File: config.mk
export PLATFORM = sky130hd
export DESIGN_NAME = eaq_cordic_cell
export DESIGN_NICKNAME = d
export VERILOG_FILES = /design/src/design/eaq_pkg.sv /design/src/design/eaq_cordic_cell.sv
export SDC_FILE = /design/constraint.sdc
export NUM_CORES = 1
export LEC_CHECK = 0
export BUFFER_PORTS_ARGS = -buffer_cell sky130_fd_sc_hd__buf_2
export CORE_ASPECT_RATIO = 1.4
export CORE_MARGIN = 1.5
export CORE_UTILIZATION = 41
export DETAILED_ROUTE_END_ITERATION = 8
export GPL_TIMING_DRIVEN = 0
export PLACE_DENSITY = 0.73
export SLEW_MARGIN = 25
export SYNTH_ARGS = -nofsm -noshare
export SYNTH_HDL_FRONTEND = slang
export SYNTH_SLANG_ARGS = --single-unit
File: constraint.sdc
create_clock -name clock -period 4.3 [get_ports clock]
set_input_delay 0.215 -clock clock [delete_from_list [all_inputs] [get_ports clock]]
set_output_delay 0.215 -clock clock [all_outputs]
set_load 0.03 [all_outputs]
File: src/design/eaq_pkg.sv
// Shared types and constants for the Euler angle to quaternion converter.
`default_nettype none
package eaq_pkg;
   localparam int ANGLE_W        = 16;
   localparam int QUAT_W         = 16;
   localparam int TRIG_W         = 32;
   localparam int ZW             = 34;
   localparam int PROD_W         = 64;
   localparam int RND_W          = 18;
   localparam int TAB_LEN        = 24;
   localparam int STAGES_DEFAULT = 14;
   localparam int LANES          = 3;

   typedef logic signed [ZW-1:0]     angle_type;
   typedef logic signed [TRIG_W-1:0] trig_type;
   typedef logic signed [PROD_W-1:0] prod_type;

   typedef struct packed {
      trig_type c;
      trig_type s;
   } sincos_type;

   localparam angle_type ANG_PI      = 34'sd3373259426;
   localparam angle_type ANG_HALF_PI = 34'sd1686629713;
   localparam trig_type  CORDIC_GAIN = 32'sd652032874;
   localparam logic signed [RND_W-1:0] Q_ONE = 18'sd16384;

   localparam angle_type ATAN_TAB [TAB_LEN] = '{
      34'sd843314856, 34'sd497837829, 34'sd263043836, 34'sd133525158,
      34'sd67021686,  34'sd33543515,  34'sd16775850,  34'sd8388437,
      34'sd4194282,   34'sd2097149,   34'sd1048575,   34'sd524287,
      34'sd262143,    34'sd131071,    34'sd65535,     34'sd32767,
      34'sd16383,     34'sd8191,      34'sd4095,      34'sd2047,
      34'sd1023,      34'sd511,       34'sd255,       34'sd127
   };
endpackage
`default_nettype wire

File: src/design/eaq_cordic_cell.sv
// One CORDIC rotation cell: a registered micro-rotation handed to the next cell.
`default_nettype none
module eaq_cordic_cell
   import eaq_pkg::*;
#(
   parameter int STAGE_INDEX = 0
) (
   input  logic      clock,
   input  trig_type  prev_x,
   input  trig_type  prev_y,
   input  angle_type prev_z,
   output trig_type  x,
   output trig_type  y,
   output angle_type z
);
   trig_type  x_ff, y_ff, x_in, y_in, dx, dy;
   angle_type z_ff, z_in;

   always_comb begin
      dx = prev_y >>> STAGE_INDEX;
      dy = prev_x >>> STAGE_INDEX;
      if (prev_z >= 0) begin
         x_in = prev_x - dx;
         y_in = prev_y + dy;
         z_in = prev_z - ATAN_TAB[STAGE_INDEX];
      end else begin
         x_in = prev_x + dx;
         y_in = prev_y - dy;
         z_in = prev_z + ATAN_TAB[STAGE_INDEX];
      end
   end

   always_ff @(posedge clock) begin
      x_ff <= x_in;
      y_ff <= y_in;
      z_ff <= z_in;
   end

   assign x = x_ff;
   assign y = y_ff;
   assign z = z_ff;
endmodule
`default_nettype wire

# [After elaboration in Yosys (flattened, before gate mapping)]
# Cells that the tools add are included.
[totals] ff_bits=98 inputBits=99 out_inout_bits=98 elab_cells=12
[op_classes] n_addsub=5 order_cmp=1 muxes=3
[op_table] cell="32-bit 2-to-1 mux" count=2
[op_table] cell="32-bit subtractor" count=2
[op_table] cell="34-bit by 31-bit adder with 34-bit output, second input constant" count=1
[op_table] cell="34-bit by 1-bit greater-or-equal comparator with 1-bit output, second input constant" count=1
[op_table] cell="34-bit 2-to-1 mux" count=1
[op_table] cell="34-bit by 31-bit subtractor with 34-bit output, second input constant" count=1
[op_table] cell="32-bit adder" count=1

# [Logic depth before layout (Yosys ltp)]
# Gate-level depths: netlist (run 1).
[logic_depth] ltp_word=2 depth_mapped=18 ltp_nobuf=15

# [Least setup slack after synthesis (run 1)]
# OpenSTA, ideal clock, no wires.
[synth_path] kind="input port to flip-flop" startpoint="input prev_z[33]" endpoint="register z_ff[30], in the netlist z[30]" setup_ns=0.121 t_arrival_ns=3.865 required_time_ns=4.179 slack_ns=0.314 cell_stages=16 path_buffers=2 path_cell_list="inv_1 ha_1 nor4b_1 nand4_1 o41ai_4 buf_2 buf_2 ha_1 a211oi_1 o21bai_1 o41ai_1 a31oi_1 a21o_1 a2111oi_0 nor2_1 xor2_1"
[synth_via] elab_chain_len=2
[synth_rtl] item="from (decl)" line_no="eaq_cordic_cell.sv:11" source="input angle_type prev_z,"
[synth_rtl] item="34-bit by 1-bit greater-or-equal comparator with 1-bit output" line_no="eaq_cordic_cell.sv:22" source="if (prev_z >= 0) begin"
[synth_rtl] item="34-bit 2-to-1 mux" line_no="eaq_cordic_cell.sv:22"
[synth_rtl] item="via z_in[30]" line_no="eaq_cordic_cell.sv:17" source="angle_type z_ff, z_in;"
[synth_rtl] item="to (signal assigned)" line_no="eaq_cordic_cell.sv:36" source="z_ff <= z_in;"
[synth_rtl] item="to (decl)" line_no="eaq_cordic_cell.sv:17"
# The timed path passes the listed nets, and every way through them passes these cells.

# [Worst setup path after layout (run 1)]
# Same ends and word-level chain as after synthesis.

==> summary.md, run 1 <==
| Metric | Value |
|---|---|
| Switching Share | `around 44%` |
| CTS tree | `done` |
| Vias in the first global route | `around 9,900` |
| Starting Density | `between 40% and 50%` |
| H-tree Lvls | `3` |
| First-pass GRT wire length | `51.3 mm` |
| Worst hold path startpoint | `prev_z[3]` |
| Critical Path Source Type | `input pin` |
| Drt wl/cell | `19.3 um` |
| DIE WIDTH | `132 um` |
| Synth top area cells | `dfxtp_1 20%, ha_1 16%, a21oi_1 6.9%, xnor2_1 6.1%, inv_1 4.3%` |
| Sw power | `0.00174 W` |
| DRT iter0 DRCs | `671` |
| First-pass DRT Iterations | `5` |
| Largest family of logic cells by synthesized area | `compound AO/OA/AOI/OAI gates` |
| Post-synthesis xor/xnor area fraction | `7.44%` |
| Post-Syn Area | `around 0.0095 mm2` |
| Worst hold path stage count | `2` |
| Flops & latches, synth | `97` |
| Crit path max fanout | `23` |
| Register share of total power | `around 30%` |
| Post-layout util | `49.8%` |
| Via/cell ratio | `between 5 and 6` |
| Worst vdd ir | `0.000208 V` |
| I/O Buffers | `~200` |
| Ys flop type | `dfxtp_1` |
| Diode count | `0` |
| Most frequent cells after synthesis | `132 x a21oi_1, 123 x ha_1, 109 x inv_1, 97 x dfxtp_1, 90 x nor2_1` |
| Power Density | `around 350 mW/mm2` |
| Outcome | `finished, final reports clean` |
| Total grt overflow | `0` |
| Yosys warns | `0` |
| CTS clk-pin slew, worst paths | `roughly 0.070 ns` |
| Register area | `roughly 0.0019 mm2` |
| Hold Vio Cnt, Final | `0` |
| Hold EP | `z[3]` |
| Root Buffer | `clkbuf_16` |
| TritonCTS Buffers | `9` |
| Worst hold path type | `input pin to flip-flop` |
| Max cap viols | `0` |
| Setup-failing EPs final | `0` |
| Worst slew pin tran | `between 0.7 and 0.8 ns` |
| Multiplexer share of the synthesized area | `under 10%` |
| Final Power | `0.00393 W` |
| GRT Total Usage | `a little over a quarter` |
| WP data arrival | `between 4 and 5 ns` |
| Core ar. | `0.0227 mm2` |
| Lkg Pwr | `around 5.4 nW` |
| Area taken by multi-input logic gates | `around 0.007 mm2` |
| Final wirelength | `roughly 34 mm` |
| Die area | `0.0242 mm2` |
| Antenna violation net count after detailed routing | `0` |
| Syn-to-layout area delta | `18.4%` |
| DRC | `0` |
| DR vias | `10,100` |
| # rows | `65` |
| GP Congestion | `roughly 0.98` |
| Combinational fraction of design power | `about half` |
| Non-filler cells, final | `around 1,700` |
| Final Cycle Share | `between 90% and 100%` |
| Layout cell share with drive strength beyond 1 | `19.8%` |
| Post-DP HPWL | `26.9 mm` |
| Syn avg cell area | `7.81 um2` |
| Unrepaired setup endpoints after global routing | `no` |
| WS Path Type | `input pin to flip-flop` |
| Slew headroom | `46.5%` |
| Final Critical Period | `~4 ns` |
| Post-synth EDFFs | `0` |
| Largest net degree at the start of global routing | `25` |
| Synth cell types | `81` |
| Crit end category | `flip-flop` |
| FMAX | `around 250 MHz` |
| Simple-gate share of the synthesized area | `around 16%` |
| Hold_ws | `between 0.1 and 0.15 ns` |
| Yosys top cell area share | `between 20% and 30%` |
| Total I/O pin count | `between 150 and 200` |
| Post-Synth Adder-Cell Area | `around 17%` |
| Antenna violations before repair | `2` |
| Synthesized net count | `around 1,400` |
| Synth Area in Compound Gates | `29.5%` |
| DIE HEIGHT | `about 180 um` |
| Int Pwr | `0.00218 W` |
| Clock power frac | `between 20% and 30%` |
| Inst Count DP | `1,717` |
| Gate count of the mapped netlist | `about 1,200` |
| Max-slew violation count | `0` |
| Post-synthesis sequential area ratio | `20.4%` |
| Synth area leader | `dfxtp_1` |
| Final #Nets | `~1,700` |
| Post-synth ARST share | `0%` |
| CP required | `around 4.6 ns` |
| CTS Sinks | `between 90 and 100` |
| Most common cell in the netlist | `a21oi_1` |
| Longest Clk Path Bufs | `2` |
| Fill cells | `approximately 2,300` |
-- final cells by class --
type                    instances  area share (%)
plain buffers                  56            2.48
clock buffers                  11            2.24
clock inverters                 5           0.388
inverters                     110            3.66
multi-input cells             956            61.6
flip-flops and latches         97            17.2
well taps                     301            3.34
repair buffers                201            9.09
-- layout by cell type (no fill, tap or decap), drive strengths merged, types with 12 or more instances in the layout --
cell type  count
nor3          23
xnor2         66
o21a          17
o31ai         13
nor4          13
nand3         19
a211oi        21
o21ai         67
nand4         15
xor2          15
or3           12
clkbuf        34
a21oi        134
nor2          91
buf          231
inv          113
a31oi         20
nand2         71
mux2i         21
dfxtp         97
o21bai        18
ha           123
a21o          47
-- routing by layer --
layer / routed length [um] / GRT usage [%]
met1: 12200 / 28.4
met2: 17300 / 51.1
met3: 2190 / 4.06
met4: 1790 / 15.8
met5: 0 / 0
-- state kept, by name (all words and copies together), names as in the netlist --
signal,flops
z,34
x,32
y,31
-- what timing repair did --
item                                    4_1_cts  5_1_grt
pin swaps                                     1        1
endpoints found under the setup margin       17        7
gates resized for setup                       9        4
endpoints found under the hold margin         3        0
buffers inserted                              2        0
gates cloned                                  0        0
hold buffers                                  3        0
-- power by group through the flow --
stage                     Clock [W]  Sequential [W]  Combinational [W]
after floorplan                   0         0.00161           0.000901
after global placement            0         0.00118            0.00189
after detailed placement          0         0.00118            0.00190
after CTS                  0.000850         0.00116            0.00192
after global routing       0.000881         0.00118            0.00207
final                      0.000827         0.00116            0.00194
-- worst max-delay path by stage --
stage	slack [ns]	endpoint	from
finish	0.33	z[30]	prev_z[33]
global route	0.05	z[30]	prev_z[33]
CTS	0.08	z[30]	prev_z[33]
detailed placement	-1.15	z[30]	prev_z[33]
global placement	-1.09	z[30]	prev_z[33]
floorplan	0.31	z[30]	prev_z[33]
-- logic make-up after synthesis --
group | Yosys count
buffers and inverters | 167
muxes | 21
and+or+nand+nor | 310
AOI/OAI and AO/OA | 417
xor gates and xnor gates | 81
DFF | 97
adders and majority gates | 127
-- through the flow --
stage	setup WS, ns	area, um2	setup TNS (ns)
floorplan	0.314	9530	0
global placement	-1.09	10900	-13.49
detailed placement	-1.15	10900	-14.71
CTS	0.0752	11300	0
global route	0.0490	11300	0
finish	0.327	11300	0
-- critical path: stages --
cell,delay [ns]
buf_2,0.13
inv_1,0.09
ha_1,0.16
nor4b_1,0.22
nand4_1,0.21
o41ai_4,0.24
buf_4,0.18
buf_4,0.23
buf_8,0.27
ha_1,0.29
a211oi_1,0.24
o21bai_1,0.16
o41ai_2,0.35
a31oi_2,0.24
a21o_1,0.28
a2111oi_2,0.38
nor2_1,0.15
xor2_1,0.16
Note: power is estimated with default switching activity, not from simulation.
==> inputs of run 2 (changes only) <==
==> config.mk (replaced) <==
export PLATFORM = sky130hd
export DESIGN_NAME = eaq_cordic_cell
export DESIGN_NICKNAME = d
export VERILOG_FILES = /design/src/design/eaq_pkg.sv /design/src/design/eaq_cordic_cell.sv
export SDC_FILE = /design/constraint.sdc
export NUM_CORES = 1
export LEC_CHECK = 0
export ABC_AREA = 1
export BUFFER_PORTS_ARGS = -buffer_cell sky130_fd_sc_hd__clkbuf_2
export CORE_ASPECT_RATIO = 1.4
export CORE_MARGIN = 1.5
export CORE_UTILIZATION = 41
export DETAILED_ROUTE_END_ITERATION = 8
export GPL_TIMING_DRIVEN = 0
export PLACE_DENSITY = 0.71
export SLEW_MARGIN = 20
export SYNTH_ARGS = -nofsm -noshare
export SYNTH_HDL_FRONTEND = slang
export SYNTH_SLANG_ARGS = --single-unit
==> run 2 against run 1 <==
Against the previous run:
- clock-buffer cell count is 1 lower
- synthesized cell count up 65%
- via count rose by 30%
- non-clock buffer count is 17 lower
- routed wire length is 24% higher
- combinational power rose by 3%
- clock power grew 2.9%
- critical path type unchanged
==> summary.md, run 2 <==
| Metric | Value |
|---|---|
| Antenna violation net count after detailed routing | `0` |
| Top delay family on crit path | `simple AND/OR/NAND/NOR gates` |
| Antenna violations before repair | `0` |
| Final TNS setup | `0 ns` |
| Crit end category | `flip-flop` |
| Worst hold path type | `input pin to flip-flop` |
| Lkg Pwr | `slightly below 8 nW` |
| Yosys top cell area share | `between 20% and 30%` |
| Max cap viols | `0` |
| Fill cells | `between 2,000 and 3,000` |
| Largest net degree at the start of global routing | `25` |
| Synthesized net count | `2,243` |
| Yosys warns | `0` |
| DIE WIDTH | `between 100 and 150 um` |
| Flops & latches, synth | `between 90 and 100` |
| Gate count of the mapped netlist | `2,017` |
| Worst hold path stage count | `3` |
| Global Route met3 Usage | `about 3.2%` |
| Most common cell in the netlist | `nand2_1` |
| Worst slew pin tran | `~0.75 ns` |
| Final Cycle Share | `89.0%` |
| # rows | `between 70 and 80` |
| Slew headroom | `49.8%` |
| Diode count | `0` |
| Hold Vio Cnt, Final | `0` |
| Setup-failing EPs final | `0` |
| Longest Clk Path Bufs | `2` |
| Unrepaired setup endpoints after global routing | `no` |
| Most common cell after layout, fill and taps aside | `nand2_1` |
| CP peak stage delay | `0.53 ns` |
| Core ar. | `roughly 0.027 mm2` |
| CTS clk-pin slew, worst paths | `0.08 ns` |
| Slowest CP cell | `dlygate4sd3_1` |
| DR vias | `around 13,000` |
| Worst vdd ir | `around 0.00021 V` |
| Post-synthesis sequential area ratio | `17.1%` |
| Power Density | `302 mW/mm2` |
| Post-DP HPWL | `roughly 35 mm` |
| Hold EP | `x[0]` |
| Post-CTS setup buffers | `0` |
| Final Critical Period | `between 3 and 4 ns` |
| Top Usage Layer GRT | `met2` |
| WP data arrival | `4.11 ns` |
| Synth area leader | `nand2_1` |
| Syn avg cell area | `between 5 and 6 um2` |
| Most frequent CP cell | `nand2_1` |
| GR met1 Demand/Resource | `a little under a third` |
| Drt wl/cell | `around 16 um` |
| H-tree Lvls | `3` |
| Starting Density | `between 40% and 50%` |
| Vias in the first global route | `12,500` |
| Register share of total power | `28.3%` |
| Root Buffer | `clkbuf_16` |
| Worst hold path startpoint | `prev_y[0]` |
| Crit path max fanout | `24` |
| GRT met2 Usage | `between 50% and 60%` |
| Buf/Inv on CP | `4` |
| Layout cell share with drive strength beyond 1 | `about an eighth` |
| Via/cell ratio | `approximately 5.1` |
| First-pass GRT wire length | `~64 mm` |
| Post-synth EDFFs | `0` |
| Synth top area cells | `nand2_1 24%, dfxtp_1 17%, ha_1 14%, inv_1 12%, nand3_1 7.5%` |
| Outcome | `finished, final reports clean` |
| Post-synth ARST share | `0%` |
| Post-Syn Area | `between 0.01 and 0.015 mm2` |
| DRT iter0 DRCs | `747` |
| WS Path Type | `input pin to flip-flop` |
| Largest register FFs | `34` |
| Critical Path Source Type | `input pin` |
| CTS Sinks | `97` |
| Final wirelength | `about 42 mm` |
| Combinational fraction of design power | `between 50% and 60%` |
| GRT Total Usage | `29.3%` |
| Int Pwr | `approximately 0.0021 W` |
| Die area | `0.0287 mm2` |
| TritonCTS Buffers | `9` |
| Most frequent cells in the layout | `729 x nand2_1, 372 x inv_1, 196 x clkbuf_2` |
| DRC | `0` |
| Sw power | `~0.0019 W` |
| Switching Share | `between 40% and 50%` |
| CP required | `between 4 and 5 ns` |
| Final #Nets | `roughly 2,500` |
| First-pass DRT Iterations | `5` |
| Most frequent cells after synthesis | `729 x nand2_1, 372 x inv_1, 171 x nand3_1, 163 x nor2_1, 123 x ha_1` |
| GP Congestion | `~1` |
| FMAX | `between 200 and 300 MHz` |
| I/O Buffers | `196` |
| CTS tree | `done` |
| Syn-to-layout area delta | `15.5%` |
| Total grt overflow | `0` |
| Synth cell types | `35` |
| Total I/O pin count | `about 200` |
| Max-slew violation count | `0` |
| Placed instance area | `0.0128 mm2` |
| DIE HEIGHT | `about 200 um` |
| Clock power frac | `21.5%` |
| Ys flop type | `dfxtp_1` |
| Design area | `approximately 0.013 mm2` |
| CP Cell Sequence | `dlygate4sd3_1 -> clkbuf_2 -> nor2_1 -> nand2_1 -> nor2_1 -> nand2_1 -> nor3_2 -> nand2_1 -> nand2_2 -> inv_2 -> buf_2 -> ha_1 -> a21oi_1 -> o21ai_1 -> nor2_1 -> o21ai_1 -> nand3_1 -> nand2_1 -> nand2_1 -> nand2_1` |
-- run 2: power by group through the flow --
stage               clock [W]  sequential (W)  combinational [W]
finish               0.000851         0.00112            0.00199
detailed placement          0         0.00114            0.00196
CTS                  0.000879         0.00112            0.00197
floorplan                   0         0.00149           0.000985
global route         0.000898         0.00114            0.00218
global placement            0         0.00114            0.00195
-- run 2: layout make-up --
class	count	area (um2)	share of cell area (%)
Clock buffer	10	239	1.82
Multi-Input combinational cell	1505	7760	59.2
Clock inverter	6	56.3	0.429
Sequential cell	97	1940	14.8
Inverter	374	1400	10.7
Buffer	41	239	1.82
Timing Repair Buffer	199	1010	7.71
Tap cell	365	457	3.48
-- run 2: kinds of logic after synthesis --
logic type / share of synthesized area [%]
buf+inv: 14.5
fa+ha+maj: 14.3
flops: 17.1
simple gates: 41.0
xor+xnor: 4.17
compound gates: 8.96
-- run 2: worst max path at each step --
stage          startpoint    end  slack, ns  depth (start not counted)
2_1_floorplan  prev_z[13]  z[30]       1.88                         20
3_3_place_gp    prev_z[4]  z[32]       0.62                         19
3_5_place_dp    prev_z[4]  z[32]       0.64                         19
4_1_cts         prev_z[0]  z[32]       0.56                         20
5_1_grt         prev_z[0]  z[24]       0.28                         20
6_report        prev_z[0]  z[32]       0.47                         20
-- run 2: metal layers --
metal / wire length (um) / vias up
met1: 15700 / 5871
met5: 0 / -
li1: - / 6622
met4: 3100 / 0
met2: 20600 / 508
met3: 2230 / 147
-- run 2: worst min-delay path: cells and delay by family --
kind       cells  cell delay [ns]
buf+inv        2             0.15
fa+ha+maj      1             0.12
-- run 2: metrics by stage --
stage	hold slack [ns]	cells	util [%]	worst slack, ns	total power (W)
after floorplan	0.243	2017	-	1.88	0.00247
after global placement	0.335	2578	47.3	0.624	0.00309
after detailed placement	0.338	2578	47.3	0.644	0.00310
after CTS	0.120	2597	48.6	0.561	0.00397
after global routing	0.161	2597	48.6	0.285	0.00421
final	0.134	2597	48.6	0.474	0.00396
-- run 2: timing repair --
action | 4_1_cts | 5_1_grt
gates resized for setup | 0 | 0
setup endpoints to repair | 0 | 0
hold buffers | 3 | 0
endpoints found under the hold margin | 3 | 0
